**src/pfld_pkg.sv**
```systemverilog
// Package for the page framebuffer line drawer.
// Field widths, command and register codes, controller and datapath types.
// No dependencies.
package pfld_pkg;

   localparam int MAX_COLUMNS_DEF = 128;
   localparam int MAX_PAGES_DEF   = 8;

   localparam int TYPE_W     = 3;
   localparam int COORD_W    = 9;
   localparam int PAGE_W     = 3;
   localparam int COL_W      = 7;
   localparam int DATA_W     = 8;
   localparam int WIDTH_W    = 8;
   localparam int HEIGHT_W   = 7;
   localparam int CSR_IDX_W  = 1;
   localparam int CSR_DATA_W = 8;
   localparam int POS_Y_W    = 12;
   localparam int ERR_W      = 12;
   localparam int ADDR_WIDE_W = 24;

   localparam logic [WIDTH_W-1:0]  WIDTH_RST  = 8'd128;
   localparam logic [HEIGHT_W-1:0] HEIGHT_RST = 7'd64;

   localparam logic [CSR_IDX_W-1:0] CSR_CANVAS_WIDTH  = 1'b0;
   localparam logic [CSR_IDX_W-1:0] CSR_CANVAS_HEIGHT = 1'b1;

   localparam logic [TYPE_W-1:0] REQ_SET_PIXEL  = 3'd0;
   localparam logic [TYPE_W-1:0] REQ_CLR_PIXEL  = 3'd1;
   localparam logic [TYPE_W-1:0] REQ_DRAW_LINE  = 3'd2;
   localparam logic [TYPE_W-1:0] REQ_CLR_CANVAS = 3'd3;
   localparam logic [TYPE_W-1:0] REQ_READ_BYTE  = 3'd4;

   typedef enum logic [2:0] {
      ST_INIT,
      ST_IDLE,
      ST_DECODE,
      ST_PIX,
      ST_WR,
      ST_CLEAR,
      ST_READ_WAIT,
      ST_DONE
   } ctrl_state_type;

   typedef enum logic [3:0] {
      DP_NOP,
      DP_INIT,
      DP_LOAD,
      DP_SETUP,
      DP_PIX_RD,
      DP_PIX_WR,
      DP_ADV,
      DP_CLR,
      DP_RD,
      DP_CAP,
      DP_FINISH
   } dp_op_type;

   typedef enum logic [1:0] {
      MODE_SINGLE,
      MODE_VERT,
      MODE_DIAG
   } line_mode_type;

   typedef struct packed {
      dp_op_type op;
   } dp_cmd_type;

   typedef struct packed {
      logic [TYPE_W-1:0] req_code;
      logic              plot;
      logic              adv_last;
      logic              clr_none;
      logic              clr_last;
      logic              init_last;
      logic              rsp_busy;
   } dp_status_type;

endpackage

```
**src/pfld_ctrl.sv**
```systemverilog
// Controller state machine of the line drawer: sequences the datapath.
// Depends on pfld_pkg.
module pfld_ctrl import pfld_pkg::*; (
   input  logic          clock,
   input  logic          reset,
   input  logic          req_valid,
   output logic          req_ready,
   output dp_cmd_type    cmd,
   input  dp_status_type st
);

   ctrl_state_type state_ff;
   ctrl_state_type state_in;

   always_ff @(posedge clock) begin
      if (reset) begin
         state_ff <= ST_INIT;
      end else begin
         state_ff <= state_in;
      end
   end

   always_comb begin
      state_in  = state_ff;
      cmd.op    = DP_NOP;
      req_ready = 1'b0;
      unique case (state_ff)
         ST_INIT: begin
            cmd.op = DP_INIT;
            if (st.init_last) begin
               state_in = ST_IDLE;
            end
         end
         ST_IDLE: begin
            req_ready = 1'b1;
            if (req_valid) begin
               cmd.op   = DP_LOAD;
               state_in = ST_DECODE;
            end
         end
         ST_DECODE: begin
            unique case (st.req_code) inside
               REQ_SET_PIXEL, REQ_CLR_PIXEL: begin
                  state_in = ST_PIX;
               end
               REQ_DRAW_LINE: begin
                  cmd.op   = DP_SETUP;
                  state_in = ST_PIX;
               end
               REQ_CLR_CANVAS: begin
                  state_in = ST_CLEAR;
               end
               REQ_READ_BYTE: begin
                  cmd.op   = DP_RD;
                  state_in = ST_READ_WAIT;
               end
               default: begin
                  state_in = ST_DONE;
               end
            endcase
         end
         ST_PIX: begin
            if (st.plot) begin
               cmd.op   = DP_PIX_RD;
               state_in = ST_WR;
            end else begin
               cmd.op = DP_ADV;
               if (st.adv_last) begin
                  state_in = ST_DONE;
               end
            end
         end
         ST_WR: begin
            cmd.op   = DP_PIX_WR;
            state_in = st.adv_last ? ST_DONE : ST_PIX;
         end
         ST_CLEAR: begin
            if (st.clr_none) begin
               state_in = ST_DONE;
            end else begin
               cmd.op = DP_CLR;
               if (st.clr_last) begin
                  state_in = ST_DONE;
               end
            end
         end
         ST_READ_WAIT: begin
            cmd.op   = DP_CAP;
            state_in = ST_DONE;
         end
         ST_DONE: begin
            if (!st.rsp_busy) begin
               cmd.op   = DP_FINISH;
               state_in = ST_IDLE;
            end
         end
         default: begin
            state_in = ST_IDLE;
         end
      endcase
   end

endmodule

```
**config.mk**
```make
export PLATFORM = sky130hd
export DESIGN_NAME = pfld_ctrl
export DESIGN_NICKNAME = d
export VERILOG_FILES = /design/src/pfld_pkg.sv /design/src/pfld_ctrl.sv
export SDC_FILE = /design/constraint.sdc
export NUM_CORES = 1
export LEC_CHECK = 0
export BUFFER_PORTS_ARGS = -buffer_cell sky130_fd_sc_hd__clkbuf_2
export CAP_MARGIN = 40
export CELL_PAD_IN_SITES_DETAIL_PLACEMENT = 0
export CELL_PAD_IN_SITES_GLOBAL_PLACEMENT = 1
export CORE_MARGIN = 2
export CORE_UTILIZATION = 28
export CTS_CLUSTER_SIZE = 14
export DETAILED_ROUTE_END_ITERATION = 12
export GPL_ROUTABILITY_DRIVEN = 0
export PLACE_DENSITY_LB_ADDON = 0.1
export SYNTH_ARGS = -nofsm -noshare
export SYNTH_HDL_FRONTEND = slang
export SYNTH_SLANG_ARGS = --single-unit
```
**constraint.sdc**
```tcl
create_clock -name clock -period 3.2 [get_ports clock]
set_input_delay 0 -clock clock [delete_from_list [all_inputs] [get_ports clock]]
set_output_delay 0 -clock clock [all_outputs]
set_load 0.05 [all_outputs]
```
==> impl_metrics.env <==
export IMPL_ys_seq_elements=3
export IMPL_vias=455
export IMPL_yosys_warnings=0
export IMPL_async_flop_share_pct=0
export IMPL_grt_antenna_before_repair=0
export IMPL_worst_ep_required_time_ps=3200
export IMPL_holdPathEnd="state_ff[0]"
export IMPL_top_register="state_ff"
export IMPL_syn_area_per_cell_um2=7.01
export IMPL_area_delta_synth_final_pct=31.3
export IMPL_drive_gt1_share_pct=31.4
export IMPL_startpoint_type="register"
export IMPL_synth_ff_type="dfxtp_1"
export IMPL_drt_first_pass_iters=3
export IMPL_clockBufferDepth=2
export IMPL_hold_class="input pin to register"
export IMPL_worstPathArrival_ps=1840
export IMPL_dr_wl_met2_um=490
export IMPL_cts_htree_levels=1
export IMPL_tns_ps=0
export IMPL_diodes=0
export IMPL_swShare_pct=39.9
export IMPL_rsz0062_at_grt="no"
export IMPL_path_cells="mux4_2 > o21ai_0 > clkbuf_2"
export IMPL_rr_worst_depth=4
export IMPL_r2r_start="state_ff[2]"
export IMPL_nets=83
export IMPL_vdd_drop_max_mv=0.101
export IMPL_cts_tree="built"
export IMPL_core_area_um2=1270
export IMPL_antenna_left=0
export IMPL_die_area_um2=1630
export IMPL_maxSlewViolCount=0
export IMPL_largest_reg_flops=3
export IMPL_clk_pin_slew_ps=30
export IMPL_worst_pin_slew_ps=568
export IMPL_cts_root_buffer="clkbuf_4"
export IMPL_setup_viol_count_final=0
export IMPL_fmax_ghz=0.542
export IMPL_cp_slowest_stage_delay_ps=600
export IMPL_finish_utilization_pct=38.5
export IMPL_die_h_um=40.4
export IMPL_ys_types=28
export IMPL_drt_iter0_markers=4
export IMPL_period_share_pct=57.6
export IMPL_netlist_area_leader_share_pct=16.2
export IMPL_ys_seq_area_share_pct=16.2
export IMPL_cts_post_setup_buffers_inserted=0
export IMPL_wire_per_inst_um=12.8
export IMPL_hold_depth=3
export IMPL_grt_pass1_vias=426
export IMPL_leakagePower_nw=0.189
export IMPL_grt_usage_pct=15.9
export IMPL_hpwl_um=789
export IMPL_maxUsedRoutingLayer="met3"
export IMPL_setup_worst_path_end_class="primary output"
export IMPL_critical_path_class="register to primary output"
export IMPL_syn_inst=53
export IMPL_wirelength_met1_um=537
export IMPL_grt_pass1_wl_um=1760
export IMPL_reg_top3="state_ff (3)"
export IMPL_r2r_end="state_ff[1]"
export IMPL_drc=0
export IMPL_die_w_um=40.4
export IMPL_fin_worst_skew_ps=0.146
export IMPL_synth_area_leaders="dfxtp_1 16%, mux4_2 6.1%, nor3_1 5.4%"
export IMPL_placementRows=13
export IMPL_status="finished, final reports clean"
export IMPL_pwr_share_clk_pct=34.9
export IMPL_initial_core_util_pct=29.3
export IMPL_maxCapViolCount=0
export IMPL_clock_sinks=3
export IMPL_cts_buffers=3
export IMPL_r2r_slack_ps=1580
export IMPL_clkLatencyLatePin_ps=230
export IMPL_overflow=0
export IMPL_synth_fp_nets=65
export IMPL_worstHoldStart="st[1]"
export IMPL_slowest_stage="dfxtp_1"
export IMPL_viasPerCell=5.35
export IMPL_internal_power_mw=0.114
export IMPL_worstPathMaxFanout=13
export IMPL_pwr_share_comb_pct=38.1
export IMPL_port_buffers=16
export IMPL_met3_length_um=60
export IMPL_grt_max_degree=19
export IMPL_p_switching_mw=0.0756
export IMPL_fin_crit_ps=1840
export IMPL_synth_top_cell_by_area="dfxtp_1"
export IMPL_power_frac_seq_pct=26.9
export IMPL_hold_viol_final=0
export IMPL_synth_area_um2=372
export IMPL_finalPower_mw=0.190
export IMPL_powerDensity_nw_per_um2=389
export IMPL_max_slew_margin_pct=62.1
export IMPL_ios=17
export IMPL_synth_edff_count=0
export IMPL_routed_wl_um=1090
export IMPL_nFillCells=142
worst max path at each step:
stage | start | end | slack [ps] | depth (start not counted)
after floorplan | state_ff[2] | cmd[1] | 1060 | 4
after global placement | state_ff[1] | cmd[1] | 1580 | 3
after detailed placement | state_ff[1] | cmd[1] | 1610 | 3
after CTS | state_ff[1] | cmd[1] | 1360 | 3
after global routing | state_ff[1] | cmd[1] | 1240 | 3
final | state_ff[1] | cmd[1] | 1360 | 3
layer usage:
metal / up-vias / GRT usage (%)
met3: 0 / 3.33
met4: 0 / 5.00
met2: 14 / 23.4
met1: 202 / 22.5
li1: 239 / -
met5: - / 0
layout by cell type, fill, tap and decap left out, drive strengths merged, types with 2 or more instances in the layout:
cell     count
a2111oi      2
a211oi       3
a21oi        3
a31oi        2
clkbuf      20
dfxtp        3
inv          3
nand2        3
nand3        3
nor2         4
nor3         4
nor3b        2
o21ai        4
or3          2
stage by stage:
stage / hold WS, ps / setup WS [ps] / instances / area, µm²
2_1_floorplan: 64.6 / 1060 / 53 / 372
3_3_place_gp: 213 / 1580 / 80 / 452
3_5_place_dp: 213 / 1610 / 80 / 452
4_1_cts: 92.1 / 1360 / 85 / 488
5_1_grt: 121 / 1240 / 85 / 488
6_report: 89.4 / 1360 / 85 / 488
critical path, delay by kind of cell, from the launching register on:
| kind | cells | cell delay [ps] |
|---|---|---|
| AOI/OAI and AO/OA | 1 | 150 |
| buffers and inverters | 1 | 300 |
| DFF | 1 | 600 |
| muxes | 1 | 550 |
cell type report:
type / count / area (µm²) / area share, %
inverters: 3 / 11.3 / 2.31
clock buffers: 4 / 26.3 / 5.38
repair buffers: 17 / 90.1 / 18.5
multi-input cells: 43 / 282 / 57.7
well taps: 15 / 18.8 / 3.85
flip-flops and latches: 3 / 60.1 / 12.3
power groups by stage:
stage | clock network [mW] | registers, mW | logic (mW)
6_report | 0.0662 | 0.0511 | 0.0723
5_1_grt | 0.0733 | 0.0519 | 0.0790
4_1_cts | 0.0674 | 0.0508 | 0.0729
2_1_floorplan | 0 | 0.0433 | 0.0583
3_3_place_gp | 0 | 0.0519 | 0.0724
3_5_place_dp | 0 | 0.0514 | 0.0717
timing repair:
action | 4_1_cts | 5_1_grt
endpoints found under the hold margin | 3 | 0
gates resized for setup | 0 | 0
hold buffers | 1 | 0
cells in the mapped netlist (2+ instances only):
master and count:
inv_1 2, a21oi_1 3, a2111oi_0 2, nor2_1 4
a211oi_1 2, a31oi_1 2, buf_2 3, nor3_1 4
o21ai_0 4, nand3_1 3, or3_1 2, dfxtp_1 3
nor3b_1 2, nand2_1 3
cells by family after synthesis:
family,synth area share (%)
AND/OR/NAND/NOR,31.3
AO/OA/AOI/OAI,35.7
buffers and inverters,8.08
flip-flops,16.2
multiplexers,8.75
(Power assumes the default switching activity.)
