## src/pfld_pkg.sv

```systemverilog
// Package for the page framebuffer line drawer.
// Field widths, command and register codes, controller and datapath types.
// No dependencies.
package pfld_pkg;

   localparam int MAX_COLUMNS_DEF = 128;
   localparam int MAX_PAGES_DEF   = 8;

   localparam int TYPE_W     = 3;
   localparam int COORD_W    = 9;
   localparam int PAGE_W     = 3;
   localparam int COL_W      = 7;
   localparam int DATA_W     = 8;
   localparam int WIDTH_W    = 8;
   localparam int HEIGHT_W   = 7;
   localparam int CSR_IDX_W  = 1;
   localparam int CSR_DATA_W = 8;
   localparam int POS_Y_W    = 12;
   localparam int ERR_W      = 12;
   localparam int ADDR_WIDE_W = 24;

   localparam logic [WIDTH_W-1:0]  WIDTH_RST  = 8'd128;
   localparam logic [HEIGHT_W-1:0] HEIGHT_RST = 7'd64;

   localparam logic [CSR_IDX_W-1:0] CSR_CANVAS_WIDTH  = 1'b0;
   localparam logic [CSR_IDX_W-1:0] CSR_CANVAS_HEIGHT = 1'b1;

   localparam logic [TYPE_W-1:0] REQ_SET_PIXEL  = 3'd0;
   localparam logic [TYPE_W-1:0] REQ_CLR_PIXEL  = 3'd1;
   localparam logic [TYPE_W-1:0] REQ_DRAW_LINE  = 3'd2;
   localparam logic [TYPE_W-1:0] REQ_CLR_CANVAS = 3'd3;
   localparam logic [TYPE_W-1:0] REQ_READ_BYTE  = 3'd4;

   typedef enum logic [2:0] {
      ST_INIT,
      ST_IDLE,
      ST_DECODE,
      ST_PIX,
      ST_WR,
      ST_CLEAR,
      ST_READ_WAIT,
      ST_DONE
   } ctrl_state_type;

   typedef enum logic [3:0] {
      DP_NOP,
      DP_INIT,
      DP_LOAD,
      DP_SETUP,
      DP_PIX_RD,
      DP_PIX_WR,
      DP_ADV,
      DP_CLR,
      DP_RD,
      DP_CAP,
      DP_FINISH
   } dp_op_type;

   typedef enum logic [1:0] {
      MODE_SINGLE,
      MODE_VERT,
      MODE_DIAG
   } line_mode_type;

   typedef struct packed {
      dp_op_type op;
   } dp_cmd_type;

   typedef struct packed {
      logic [TYPE_W-1:0] req_code;
      logic              plot;
      logic              adv_last;
      logic              clr_none;
      logic              clr_last;
      logic              init_last;
      logic              rsp_busy;
   } dp_status_type;

endpackage

```

## src/pfld_dp.sv

```systemverilog
// Datapath of the line drawer: command registers, line stepper, clear sweep,
// store addressing, configuration registers and the result register. Depends on pfld_pkg.
module pfld_dp import pfld_pkg::*; #(
   parameter int MAX_COLUMNS = MAX_COLUMNS_DEF,
   parameter int MAX_PAGES   = MAX_PAGES_DEF
) (
   input  logic                                   clock,
   input  logic                                   reset,
   input  dp_cmd_type                             cmd,
   output dp_status_type                          st,
   input  logic                                   csr_wr_en,
   input  logic [CSR_IDX_W-1:0]                   csr_index,
   input  logic [CSR_DATA_W-1:0]                  csr_wr_data,
   input  logic [TYPE_W-1:0]                      req_type,
   input  logic [COORD_W-1:0]                     start_x,
   input  logic [COORD_W-1:0]                     start_y,
   input  logic [COORD_W-1:0]                     end_x,
   input  logic [COORD_W-1:0]                     end_y,
   input  logic                                   dashed,
   input  logic [PAGE_W-1:0]                      read_page,
   input  logic [COL_W-1:0]                       read_column,
   input  logic                                   rsp_ready,
   output logic                                   rsp_valid,
   output logic [DATA_W-1:0]                      rsp_read_data,
   output logic                                   rsp_was_read,
   output logic                                   mem_we,
   output logic                                   mem_re,
   output logic [$clog2(MAX_PAGES*MAX_COLUMNS)-1:0] mem_addr,
   output logic [DATA_W-1:0]                      mem_wdata,
   input  logic [DATA_W-1:0]                      mem_rdata
);

   localparam int DEPTH  = MAX_PAGES * MAX_COLUMNS;
   localparam int ADDR_W = $clog2(DEPTH);
   localparam int PW     = (MAX_PAGES > 1) ? $clog2(MAX_PAGES) : 1;
   localparam int CW     = $clog2(MAX_COLUMNS);
   localparam int ROWS   = 8 * MAX_PAGES;

   // request registers
   logic [TYPE_W-1:0]  type_ff, type_in;
   logic [COORD_W-1:0] sx_ff, sx_in, sy_ff, sy_in, ex_ff, ex_in, ey_ff, ey_in;
   logic               dashed_ff, dashed_in;
   logic [PAGE_W-1:0]  rpage_ff, rpage_in;
   logic [COL_W-1:0]   rcol_ff, rcol_in;
   logic               on_ff, on_in;

   // line stepper
   line_mode_type             mode_ff, mode_in;
   logic [COORD_W-1:0]        px_ff, px_in;
   logic signed [POS_Y_W-1:0] py_ff, py_in;
   logic [COORD_W-1:0]        hi_ff, hi_in;
   logic [COORD_W-1:0]        x1_ff, x1_in;
   logic [COORD_W-1:0]        dx_ff, dx_in;
   logic [COORD_W-1:0]        ady_ff, ady_in;
   logic                      step_neg_ff, step_neg_in;
   logic signed [ERR_W-1:0]   e_ff, e_in;
   logic                      phase_main_ff, phase_main_in;
   logic                      dash_ff, dash_in;
   logic                      plot_en_ff, plot_en_in;

   // sweeps, read byte, result, configuration
   logic [PW-1:0]       clr_page_ff, clr_page_in;
   logic [CW-1:0]       clr_col_ff, clr_col_in;
   logic [ADDR_W-1:0]   init_addr_ff, init_addr_in;
   logic [DATA_W-1:0]   rd_byte_ff, rd_byte_in;
   logic                rsp_valid_ff, rsp_valid_in;
   logic [DATA_W-1:0]   rsp_data_ff, rsp_data_in;
   logic                rsp_was_read_ff, rsp_was_read_in;
   logic [WIDTH_W-1:0]  width_ff, width_in;
   logic [HEIGHT_W-1:0] height_ff, height_in;

   // combinational helpers
   logic                      swap;
   logic [COORD_W-1:0]        lx0, ly0, lx1, ly1;
   logic signed [ERR_W-1:0]   e_cur, e_sub;
   logic signed [ERR_W:0]     twice_e, dx_ext;
   logic                      y_step;
   logic                      adv_last;
   logic                      px_ok, py_ok;
   logic [ADDR_WIDE_W-1:0]    pix_addr_wide, clr_addr_wide, rd_addr_wide;
   logic [4:0]                pages_lim;
   logic [8:0]                cols_lim;
   logic                      col_end, page_end;
   logic                      rd_ok;
   logic [DATA_W-1:0]         bit_mask, mod_byte;

   assign swap = sx_ff > ex_ff;
   assign lx0  = swap ? ex_ff : sx_ff;
   assign ly0  = swap ? ey_ff : sy_ff;
   assign lx1  = swap ? sx_ff : ex_ff;
   assign ly1  = swap ? sy_ff : ey_ff;

   assign e_cur   = phase_main_ff ? e_ff + ERR_W'(ady_ff) : e_ff;
   assign e_sub   = e_cur - ERR_W'(dx_ff);
   assign twice_e = {e_cur, 1'b0};
   assign dx_ext  = (ERR_W + 1)'(dx_ff);
   assign y_step  = twice_e > dx_ext;

   always_comb begin
      unique case (mode_ff)
         MODE_VERT: adv_last = (py_ff + POS_Y_W'(1)) == POS_Y_W'(hi_ff);
         MODE_DIAG: adv_last = !y_step && (px_ff == x1_ff);
         default:   adv_last = 1'b1;
      endcase
   end

   assign px_ok = ({1'b0, px_ff} < 10'(MAX_COLUMNS)) && (px_ff < {1'b0, width_ff});
   assign py_ok = !py_ff[POS_Y_W-1]
                  && (py_ff[POS_Y_W-2:0] < (POS_Y_W - 1)'(height_ff))
                  && (py_ff[POS_Y_W-2:0] < (POS_Y_W - 1)'(ROWS));

   assign pix_addr_wide = ADDR_WIDE_W'(py_ff[POS_Y_W-2:3]) * ADDR_WIDE_W'(MAX_COLUMNS)
                          + ADDR_WIDE_W'(px_ff);
   assign clr_addr_wide = ADDR_WIDE_W'(clr_page_ff) * ADDR_WIDE_W'(MAX_COLUMNS)
                          + ADDR_WIDE_W'(clr_col_ff);
   assign rd_addr_wide  = ADDR_WIDE_W'(rpage_ff) * ADDR_WIDE_W'(MAX_COLUMNS)
                          + ADDR_WIDE_W'(rcol_ff);

   assign pages_lim = (5'(height_ff[HEIGHT_W-1:3]) > 5'(MAX_PAGES)) ?
                      5'(MAX_PAGES) : 5'(height_ff[HEIGHT_W-1:3]);
   assign cols_lim  = (9'(width_ff) > 9'(MAX_COLUMNS)) ? 9'(MAX_COLUMNS) : 9'(width_ff);
   assign col_end   = 9'(clr_col_ff) == (cols_lim - 9'd1);
   assign page_end  = 5'(clr_page_ff) == (pages_lim - 5'd1);

   assign rd_ok = (5'(rpage_ff) < 5'(MAX_PAGES)) && (9'(rcol_ff) < 9'(MAX_COLUMNS));

   assign bit_mask = DATA_W'(1) << py_ff[2:0];
   assign mod_byte = on_ff ? (mem_rdata | bit_mask) : (mem_rdata & ~bit_mask);

   assign st.req_code  = type_ff;
   assign st.plot      = plot_en_ff && px_ok && py_ok;
   assign st.adv_last  = adv_last;
   assign st.clr_none  = (pages_lim == 5'd0) || (cols_lim == 9'd0);
   assign st.clr_last  = col_end && page_end;
   assign st.init_last = init_addr_ff == ADDR_W'(DEPTH - 1);
   assign st.rsp_busy  = rsp_valid_ff && !rsp_ready;

   always_comb begin
      type_in         = type_ff;
      sx_in           = sx_ff;
      sy_in           = sy_ff;
      ex_in           = ex_ff;
      ey_in           = ey_ff;
      dashed_in       = dashed_ff;
      rpage_in        = rpage_ff;
      rcol_in         = rcol_ff;
      on_in           = on_ff;
      mode_in         = mode_ff;
      px_in           = px_ff;
      py_in           = py_ff;
      hi_in           = hi_ff;
      x1_in           = x1_ff;
      dx_in           = dx_ff;
      ady_in          = ady_ff;
      step_neg_in     = step_neg_ff;
      e_in            = e_ff;
      phase_main_in   = phase_main_ff;
      dash_in         = dash_ff;
      plot_en_in      = plot_en_ff;
      clr_page_in     = clr_page_ff;
      clr_col_in      = clr_col_ff;
      init_addr_in    = init_addr_ff;
      rd_byte_in      = rd_byte_ff;
      rsp_valid_in    = rsp_valid_ff && !rsp_ready;
      rsp_data_in     = rsp_data_ff;
      rsp_was_read_in = rsp_was_read_ff;
      width_in        = width_ff;
      height_in       = height_ff;
      mem_we          = 1'b0;
      mem_re          = 1'b0;
      mem_addr        = pix_addr_wide[ADDR_W-1:0];
      mem_wdata       = '0;

      if (csr_wr_en) begin
         unique case (csr_index)
            CSR_CANVAS_WIDTH:  width_in  = csr_wr_data[WIDTH_W-1:0];
            CSR_CANVAS_HEIGHT: height_in = csr_wr_data[HEIGHT_W-1:0];
            default: ;
         endcase
      end

      unique case (cmd.op) inside
         DP_INIT: begin
            mem_we       = 1'b1;
            mem_addr     = init_addr_ff;
            init_addr_in = init_addr_ff + ADDR_W'(1);
         end
         DP_LOAD: begin
            type_in     = req_type;
            sx_in       = start_x;
            sy_in       = start_y;
            ex_in       = end_x;
            ey_in       = end_y;
            dashed_in   = dashed;
            rpage_in    = read_page;
            rcol_in     = read_column;
            on_in       = req_type != REQ_CLR_PIXEL;
            mode_in     = MODE_SINGLE;
            px_in       = start_x;
            py_in       = POS_Y_W'(start_y);
            plot_en_in  = 1'b1;
            dash_in     = 1'b0;
            clr_page_in = '0;
            clr_col_in  = '0;
         end
         DP_SETUP: begin
            if ((sx_ff == ex_ff) && (sy_ff == ey_ff)) begin
               mode_in = MODE_SINGLE;
               px_in   = sx_ff;
               py_in   = POS_Y_W'(sy_ff);
            end else if (sx_ff == ex_ff) begin
               mode_in = MODE_VERT;
               px_in   = lx0;
               py_in   = POS_Y_W'((ly0 < ly1) ? ly0 : ly1);
               hi_in   = (ly0 < ly1) ? ly1 : ly0;
            end else begin
               mode_in       = MODE_DIAG;
               px_in         = lx0;
               py_in         = POS_Y_W'(ly0);
               x1_in         = lx1;
               dx_in         = lx1 - lx0;
               step_neg_in   = ly1 < ly0;
               ady_in        = (ly1 < ly0) ? (ly0 - ly1) : (ly1 - ly0);
               e_in          = '0;
               phase_main_in = 1'b1;
            end
         end
         DP_PIX_RD: begin
            mem_re = 1'b1;
         end
         DP_PIX_WR, DP_ADV: begin
            if (cmd.op == DP_PIX_WR) begin
               mem_we    = 1'b1;
               mem_wdata = mod_byte;
            end
            unique case (mode_ff)
               MODE_VERT: begin
                  py_in      = py_ff + POS_Y_W'(1);
                  dash_in    = !dash_ff;
                  plot_en_in = !dashed_ff || dash_ff;
               end
               MODE_DIAG: begin
                  if (y_step) begin
                     py_in         = step_neg_ff ? py_ff - POS_Y_W'(1) : py_ff + POS_Y_W'(1);
                     e_in          = e_sub;
                     phase_main_in = 1'b0;
                     plot_en_in    = 1'b1;
                  end else begin
                     e_in          = e_cur;
                     px_in         = px_ff + COORD_W'(1);
                     dash_in       = !dash_ff;
                     plot_en_in    = !dashed_ff || dash_ff;
                     phase_main_in = 1'b1;
                  end
               end
               default: ;
            endcase
         end
         DP_CLR: begin
            mem_we   = 1'b1;
            mem_addr = clr_addr_wide[ADDR_W-1:0];
            if (col_end) begin
               clr_col_in  = '0;
               clr_page_in = clr_page_ff + PW'(1);
            end else begin
               clr_col_in = clr_col_ff + CW'(1);
            end
         end
         DP_RD: begin
            mem_re   = 1'b1;
            mem_addr = rd_addr_wide[ADDR_W-1:0];
         end
         DP_CAP: begin
            rd_byte_in = rd_ok ? mem_rdata : '0;
         end
         DP_FINISH: begin
            rsp_valid_in    = 1'b1;
            rsp_was_read_in = type_ff == REQ_READ_BYTE;
            rsp_data_in     = (type_ff == REQ_READ_BYTE) ? rd_byte_ff : '0;
         end
         default: ;
      endcase
   end

   always_ff @(posedge clock) begin
      if (reset) begin
         mode_ff      <= MODE_SINGLE;
         init_addr_ff <= '0;
         rsp_valid_ff <= 1'b0;
         width_ff     <= WIDTH_RST;
         height_ff    <= HEIGHT_RST;
      end else begin
         mode_ff      <= mode_in;
         init_addr_ff <= init_addr_in;
         rsp_valid_ff <= rsp_valid_in;
         width_ff     <= width_in;
         height_ff    <= height_in;
      end
   end

   always_ff @(posedge clock) begin
      type_ff         <= type_in;
      sx_ff           <= sx_in;
      sy_ff           <= sy_in;
      ex_ff           <= ex_in;
      ey_ff           <= ey_in;
      dashed_ff       <= dashed_in;
      rpage_ff        <= rpage_in;
      rcol_ff         <= rcol_in;
      on_ff           <= on_in;
      px_ff           <= px_in;
      py_ff           <= py_in;
      hi_ff           <= hi_in;
      x1_ff           <= x1_in;
      dx_ff           <= dx_in;
      ady_ff          <= ady_in;
      step_neg_ff     <= step_neg_in;
      e_ff            <= e_in;
      phase_main_ff   <= phase_main_in;
      dash_ff         <= dash_in;
      plot_en_ff      <= plot_en_in;
      clr_page_ff     <= clr_page_in;
      clr_col_ff      <= clr_col_in;
      rd_byte_ff      <= rd_byte_in;
      rsp_data_ff     <= rsp_data_in;
      rsp_was_read_ff <= rsp_was_read_in;
   end

   assign rsp_valid     = rsp_valid_ff;
   assign rsp_read_data = rsp_data_ff;
   assign rsp_was_read  = rsp_was_read_ff;

endmodule

```

## config.mk

```make
export PLATFORM = sky130hd
export DESIGN_NAME = pfld_dp
export DESIGN_NICKNAME = d
export VERILOG_FILES = /design/src/pfld_pkg.sv /design/src/pfld_dp.sv
export SDC_FILE = /design/constraint.sdc
export NUM_CORES = 1
export LEC_CHECK = 0
export BUFFER_PORTS_ARGS = -buffer_cell sky130_fd_sc_hd__buf_2
export CAP_MARGIN = 20
export CORE_MARGIN = 1
export CORE_UTILIZATION = 30
export CTS_CLUSTER_DIAMETER = 40
export DETAILED_ROUTE_END_ITERATION = 8
export RECOVER_POWER = 50
export SETUP_SLACK_MARGIN = 0.05
export SYNTH_ARGS = -nofsm -noshare
export SYNTH_HDL_FRONTEND = slang
export SYNTH_SLANG_ARGS = --single-unit
```

## constraint.sdc

```tcl
create_clock -name clock -period 9.38 [get_ports clock]
set_clock_uncertainty 0.1 [all_clocks]
set_input_delay 2.345 -clock clock [delete_from_list [all_inputs] [get_ports clock]]
set_output_delay 2.345 -clock clock [all_outputs]
set_load 0.01 [all_outputs]
```

==> results of run 1 <==
kinds of logic after synthesis:
logic type | after synthesis
adders and majority gates | 73
buffers and inverters | 105
AOI/OAI and AO/OA | 286
DFF | 179
xor gates and xnor gates | 103
muxes | 38
and+or+nand+nor | 393
sequential cells by signal, summed over array words and instances (netlist names), 7 cells and up:
signal and flops:
ady_ff 9, rd_byte_ff 8, dx_ff 9, sy_ff 9
rcol_ff 7, clr_col_ff 7, sx_ff 9, width_ff 8
px_ff 9, e_ff 12, py_ff 12, init_addr_ff 10
rsp_read_data 8, hi_ff 9, x1_ff 9, ey_ff 9
height_ff 7, ex_ff 9
final cells by class:
type,count,area (um^2),share of cell area [%]
multi-input cells,893,6027,45.81
clock inverters,15,153.9,1.170
flip-flops and latches,179,5095,38.72
repair buffers,124,603.1,4.583
clock buffers,17,425.4,3.233
inverters,57,214.0,1.626
well taps,511,639.4,4.859
metal layers:
| metal | vias to the layer above | global-route usage (%) | wire length, um |
|---|---|---|---|
| met4 | 0 | 4.615 | 416 |
| li1 | 4516 | - | - |
| met3 | 22 | 2.696 | 1711 |
| met5 | - | 0 | 0 |
| met1 | 4429 | 22.19 | 14750 |
| met2 | 275 | 24.72 | 14060 |
cell usage after synthesis (9+ instances only):
master	number	area (um^2)
a21o_1	15	112.6
a21oi_1	89	445.4
a222oi_1	13	130.1
a22oi_1	11	82.58
a31oi_1	14	87.58
and2_1	14	87.58
and3_1	17	106.4
clkbuf_1	31	116.4
dfxtp_1	28	560.5
edfxtp_1	151	4534
ha_1	68	850.8
inv_1	57	214.0
mux2_2	18	202.7
mux2i_1	20	200.2
nand2_1	120	450.4
nand2b_1	25	156.4
nand3_1	45	225.2
nand4_1	11	68.82
nor2_1	87	326.6
nor2b_1	15	93.84
nor3_1	19	95.09
nor4_1	9	56.30
o21ai_0	49	245.2
o21ai_1	10	50.05
xnor2_1	60	525.5
xor2_1	43	376.6
report_power, final:
group	total [W]	leakage [nW]	switching [W]	internal [W]
registers	0.000914	1.63	0.0000255	0.000888
clock network	0.000725	0.285	0.000330	0.000395
logic	0.000275	3.01	0.000162	0.000114
total	0.00191	4.92	0.000518	0.00140
metrics by stage:
stage	cell area, um^2	worst slack, ps	power (W)	utilization [%]
CTS	13270	2010	0.001929	35.07
detailed placement	12690	2504	0.001209	33.54
global placement	12670	2590	0.001204	33.47
global route	13160	1805	0.001989	34.77
finish	13160	2099	0.001914	34.77
floorplan	11580	2863	0.001122	-
cell usage in the layout, fill, tap and decap left out, drive strengths merged, types with 11 or more instances in the layout:
cell / instances
edfxtp: 151
nand2: 121
a21oi: 91
nor2: 88
buf: 75
ha: 68
clkbuf: 66
inv: 62
o21ai: 61
xnor2: 60
nand3: 45
xor2: 43
dfxtp: 28
nand2b: 25
mux2i: 20
nor3: 19
mux2: 18
and3: 17
nor2b: 16
a21o: 15
and2: 15
a31oi: 14
a222oi: 13
nand4: 12
a22oi: 11
how the worst max path moves through the flow:
stage | start | to | cells past startpoint
after floorplan | cmd[1] | mem_addr[1] | 8
after global placement | ady_ff[1] | st[4] | 16
after detailed placement | ady_ff[1] | st[4] | 15
after CTS | ady_ff[1] | st[4] | 15
after global routing | cmd[0] | mem_addr[7] | 8
final | cmd[0] | mem_addr[8] | 7
critical path, cell delays in order:
cell      delay (ps)
clkbuf_1         390
nand2b_1         260
nor3_1           250
clkbuf_1         590
or3_1            590
mux2i_1          260
buf_2            150
==> impl_metrics.py, run 1 <==
metrics = {
    "critical_path": {
        "arrival_ps": 4840,
        "crit_path_start_kind": "primary input",
        "required_ps": 6940,
        "r2r_end": "ady_ff[6]",
        "endpoint_kind": "output pin",
        "r2r_start": "sx_ff[7]",
        "path_class": "in2out",
        "crit_fanout": 17,
        "reg2reg_slack_ps": 3030,
        "r2r_cells": 16,
    },
    "floorplanning": {
        "die_y_um": 198.4,
        "die_w_um": 198.4,
        "start_util_pct": 30.59,
        "core_um2": 37840,
        "dieArea_um2": 39380,
        "num_rows": 71,
        "ios": 114,
    },
    "synthesis": {
        "avgSynthCellArea_um2": 9.836,
        "synthAdderAreaFrac_pct": 8.041,
        "synth-seq-area-share_pct": 44.01,
        "synth-seq-cells": 179,
        "syn_nets": 1323,
        "synth.distinct_cells": 81,
        "synth-warning-count": 0,
        "yosys.area_share.simple_pct": 16.69,
        "synth-edff-count": 151,
        "syn-instance-count": 1177,
        "synth_compound_area_share_pct": 16.36,
        "yosys.area_share.xor_xnor_pct": 7.792,
        "synth_area_um2": 11580,
        "synth_top_family_by_area": "simple AND/OR/NAND/NOR gates",
        "synthMuxAreaShare_pct": 3.480,
        "synth_flop_cell": "edfxtp_1",
        "async_flop_share_pct": 0,
    },
    "placed_design": {
        "portBuffers": 113,
        "gp_congestion": 0.8476,
        "dp_cells": 1763,
        "place_hpwl_um": 23650,
    },
    "routing": {
        "post_drt_wl_per_cell_um": 17.23,
        "final_antenna_net_count": 0,
        "postRouteWirelength_um": 30940,
        "drt_iter0_markers": 809,
        "firstDrtPassIters": 7,
        "vias": 9242,
        "viasPerCell": 5.146,
        "post-route-drc-count": 0,
    },
    "timing": {
        "setup_viol": 0,
        "slew_headroom_pct": -99.36,
        "rsz0062_at_grt": "no",
        "worst_pin_slew_ps": 2979,
        "fin_tns_setup_ps": 0,
        "max_freq_mhz": 137.3,
        "hold_viol_final": 0,
        "fin_hold_ws_ps": 362.1,
        "timing.final.crit_share_pct": 77.62,
        "period_minus_slack_ps": 7281,
        "slew_viol_final": 64,
    },
    "global_routing": {
        "grt_usage_pct": 15.78,
        "grt_max_degree": 44,
        "antenna_found_initial": 1,
        "grt_pass1_vias": 8545,
        "grt_overflow_total": 0,
        "grt_pass1_wl_um": 47470,
    },
    "clock_tree": {
        "ctsHtreeMaxLevel": 4,
        "cts_made_buffers": 17,
        "clk-insertion-delay-late_ps": 450,
        "clock_path_buffers": 2,
        "cts_root_buf": "clkbuf_16",
        "path_clk_slew_ps": 70,
        "cts_setup_buffers": 0,
        "cts_hold_buf": 0,
        "cts_resized": 0,
        "clock-sinks": 179,
        "cts_tree": "yes",
    },
    "final_layout": {
        "antenna_cells": 0,
        "drive_gt1_share_pct": 11.36,
        "layoutNonFillerInstCount": 1796,
        "area_delta_synth_final_pct": 13.65,
        "fill_cells": 3851,
        "final_nets": 1418,
    },
    "worst_hold_path": {
        "whs_endpoint": "height_ff[1]",
        "whs_path_depth": 2,
        "hold_start": "height_ff[1]",
        "hp-class": "reg2reg",
    },
    "pwr": {
        "irDropWorstVdd_mv": 0.1094,
        "cellPowerDensity_nw_per_um2": 145.5,
        "power.leakage_nw": 4.924,
    },
    "outcome": {
        "status": "finished with violations",
        "violations": "capacitance limit, slew limit",
    },
    "flow_run": {
        "maxCapViolCount": 2,
    },
}
(Power assumes the default switching activity.)
==> run 2, diff against run 1 <==
==> constraint.sdc (replaced) <==
create_clock -name clock -period 6.4 [get_ports clock]
set_clock_uncertainty 0.1 [all_clocks]
set_input_delay 1.6 -clock clock [delete_from_list [all_inputs] [get_ports clock]]
set_output_delay 1.6 -clock clock [all_outputs]
set_load 0.01 [all_outputs]
==> run 2 against run 1 <==
  * Sequential cell count unchanged
  * Critical path depth up 8
  * Die area unchanged
  * Setup slack worse by 1700 ps
  * Register-to-register slack worse by 2200 ps
  * Final cell count up 0.11%
  * Largest power group unchanged
  * Clock power up 45%
  * The flow still finishes with violations (capacitance limit, slew limit)
  * Design area up 0.32%
  * Hold slack worse by 0.64 ps
  * Non-clock buffer count up 2
  * Utilization up 0.11 points
  * Largest cell class unchanged
==> impl_metrics.py, run 2 (synthesized netlist as in run 1, its figures left out) <==
metrics = {
    "outcome": {
        "status": "finished with violations",
        "violations": "capacitance limit, slew limit",
    },
    "timing": {
        "fin_ws_ps": 359.3,
        "hold_viol_final": 0,
        "slew_viol_final": 95,
        "fin_tns_setup_ps": 0,
        "timing.final.crit_share_pct": 94.39,
        "slew_headroom_pct": -92.25,
        "period_minus_slack_ps": 6041,
        "setup_viol": 0,
        "worst_pin_slew_ps": 2873,
        "max_freq_mhz": 165.5,
        "rsz0062_at_grt": "no",
    },
    "global_routing": {
        "grt_pass1_wl_um": 47720,
        "antenna_found_initial": 0,
        "grt_overflow_total": 0,
        "grt_usage_pct": 15.75,
        "grt_max_degree": 44,
        "grt_pass1_vias": 8901,
    },
    "critical_path": {
        "crit_fanout": 3,
        "r2r_start": "sx_ff[7]",
        "arrival_ps": 4340,
        "crit_path_start_kind": "flop",
        "required_ps": 4700,
        "r2r_cells": 11,
        "r2r_end": "ady_ff[5]",
        "endpoint_kind": "output pin",
        "path_class": "reg2out",
        "reg2reg_slack_ps": 790,
    },
    "routing": {
        "firstDrtPassIters": 6,
        "route.met3.wl_um": 1874,
        "post_drt_wl_per_cell_um": 17.13,
        "met1Wirelength_um": 14240,
        "drt_iter0_markers": 655,
        "routed-wl-met2_um": 14220,
        "highest_layer": "met4",
        "final_antenna_net_count": 0,
        "vias": 9226,
        "viasPerCell": 5.131,
        "post-route-drc-count": 0,
        "postRouteWirelength_um": 30800,
    },
    "pwr": {
        "irDropWorstVdd_mv": 0.1661,
        "power_w": 0.002795,
        "power.leakage_nw": 4.942,
        "cellPowerDensity_nw_per_um2": 211.7,
    },
    "clock_tree": {
        "cts_made_buffers": 17,
        "clock_path_buffers": 2,
        "clock-sinks": 179,
        "cts_hold_buf": 0,
        "cts_tree": "yes",
        "path_clk_slew_ps": 70,
        "cts_root_buf": "clkbuf_16",
        "ctsHtreeMaxLevel": 4,
        "clk-insertion-delay-late_ps": 440,
    },
    "flow_run": {
        "maxCapViolCount": 3,
    },
    "final_layout": {
        "layout_commonest_cell": "edfxtp_1",
        "final_cell_mix": "edfxtp_1 (151), nand2_1 (120), nor2_1 (87), a21oi_1 (87), buf_2 (70)",
        "top_regs": "e_ff (12), py_ff (12), init_addr_ff (10)",
        "fill_cells": 3930,
        "drive_gt1_share_pct": 12.04,
        "finish.utilization_pct": 34.88,
        "area_delta_synth_final_pct": 14.02,
        "stdcell_area_um2": 13200,
        "final_nets": 1420,
        "antenna_cells": 0,
    },
    "floorplanning": {
        "start_util_pct": 30.59,
        "dieArea_um2": 39380,
        "die_w_um": 198.4,
        "die_y_um": 198.4,
        "num_rows": 71,
        "core_um2": 37840,
        "ios": 114,
    },
    "placed_design": {
        "placed_area_um2": 12670,
        "gp_congestion": 0.8566,
        "portBuffers": 113,
        "place_hpwl_um": 23410,
        "dp_slack_ps": 663.6,
    },
    "worst_hold_path": {
        "whs_path_depth": 2,
        "hold_start": "height_ff[2]",
        "hp-class": "reg2reg",
        "whs_endpoint": "height_ff[2]",
    },
}
-- run 2: cell types whose count changed in the layout (fill, tap and decap cells not counted), moves of 2 or more --
cell | previous run | this run
clkinvlp_4 | 1 | 3
buf_2 | 67 | 70
buf_4 | 6 | 9
clkbuf_1 | 49 | 47
-- run 2: metal layers --
layer / up-vias / GRT usage [%]
met5: - / 0
met4: 0 / 4.274
met3: 30 / 3.544
met2: 270 / 25.35
met1: 4410 / 21.18
li1: 4516 / -
-- run 2: layout make-up --
class | count | area, um^2 | area share [%]
timing repair buffer | 126 | 594.3 | 4.502
multi-input combinational | 893 | 6075 | 46.02
tap | 511 | 639.4 | 4.844
clock inverter | 15 | 157.7 | 1.194
clock buffer | 17 | 425.4 | 3.223
inverter | 57 | 214.0 | 1.621
sequential | 179 | 5095 | 38.60
-- run 2: through the flow --
stage | cells | hold WS, ps
after CTS | 1795 | 362.7
final | 1798 | 361.5
after global placement | 1763 | 350.4
after global routing | 1798 | 374.1
after floorplan | 1177 | 333.6
after detailed placement | 1763 | 353.0
-- run 2: timing repair --
item / CTS / global route
resized for setup: 0 / 5
endpoints found under the setup margin: 0 / 1
setup buffers: 0 / 2
-- run 2: power breakdown --
| part | switching (W) | total, W | internal, W |
|---|---|---|---|
| combinational | 0.000239 | 0.000405 | 0.000166 |
| clock | 0.000471 | 0.00105 | 0.000579 |
| sequential | 0.0000377 | 0.00134 | 0.00130 |
-- run 2: worst max-delay path by stage --
stage,start,endpoint,slack [ps],depth (start not counted)
finish,e_ff[1],st[4],360,15
global placement,ady_ff[1],st[4],730,15
detailed placement,ady_ff[1],st[4],660,15
global route,ady_ff[1],st[4],60,16
floorplan,ady_ff[1],st[4],1120,15
CTS,ady_ff[1],st[4],180,15
-- run 2: critical path, stage by stage, from the launching register on --
cell and delay, ps:
edfxtp_1 410, ha_1 300, a21o_1 190, a21oi_2 170, o21bai_2 110, a2111oi_4 360, nor2_1 110, xor2_1 150
mux2_2 300, ha_1 300, nand2_1 70, o31a_1 320, o31a_1 290, nand2b_2 220, o41ai_4 410, buf_2 210
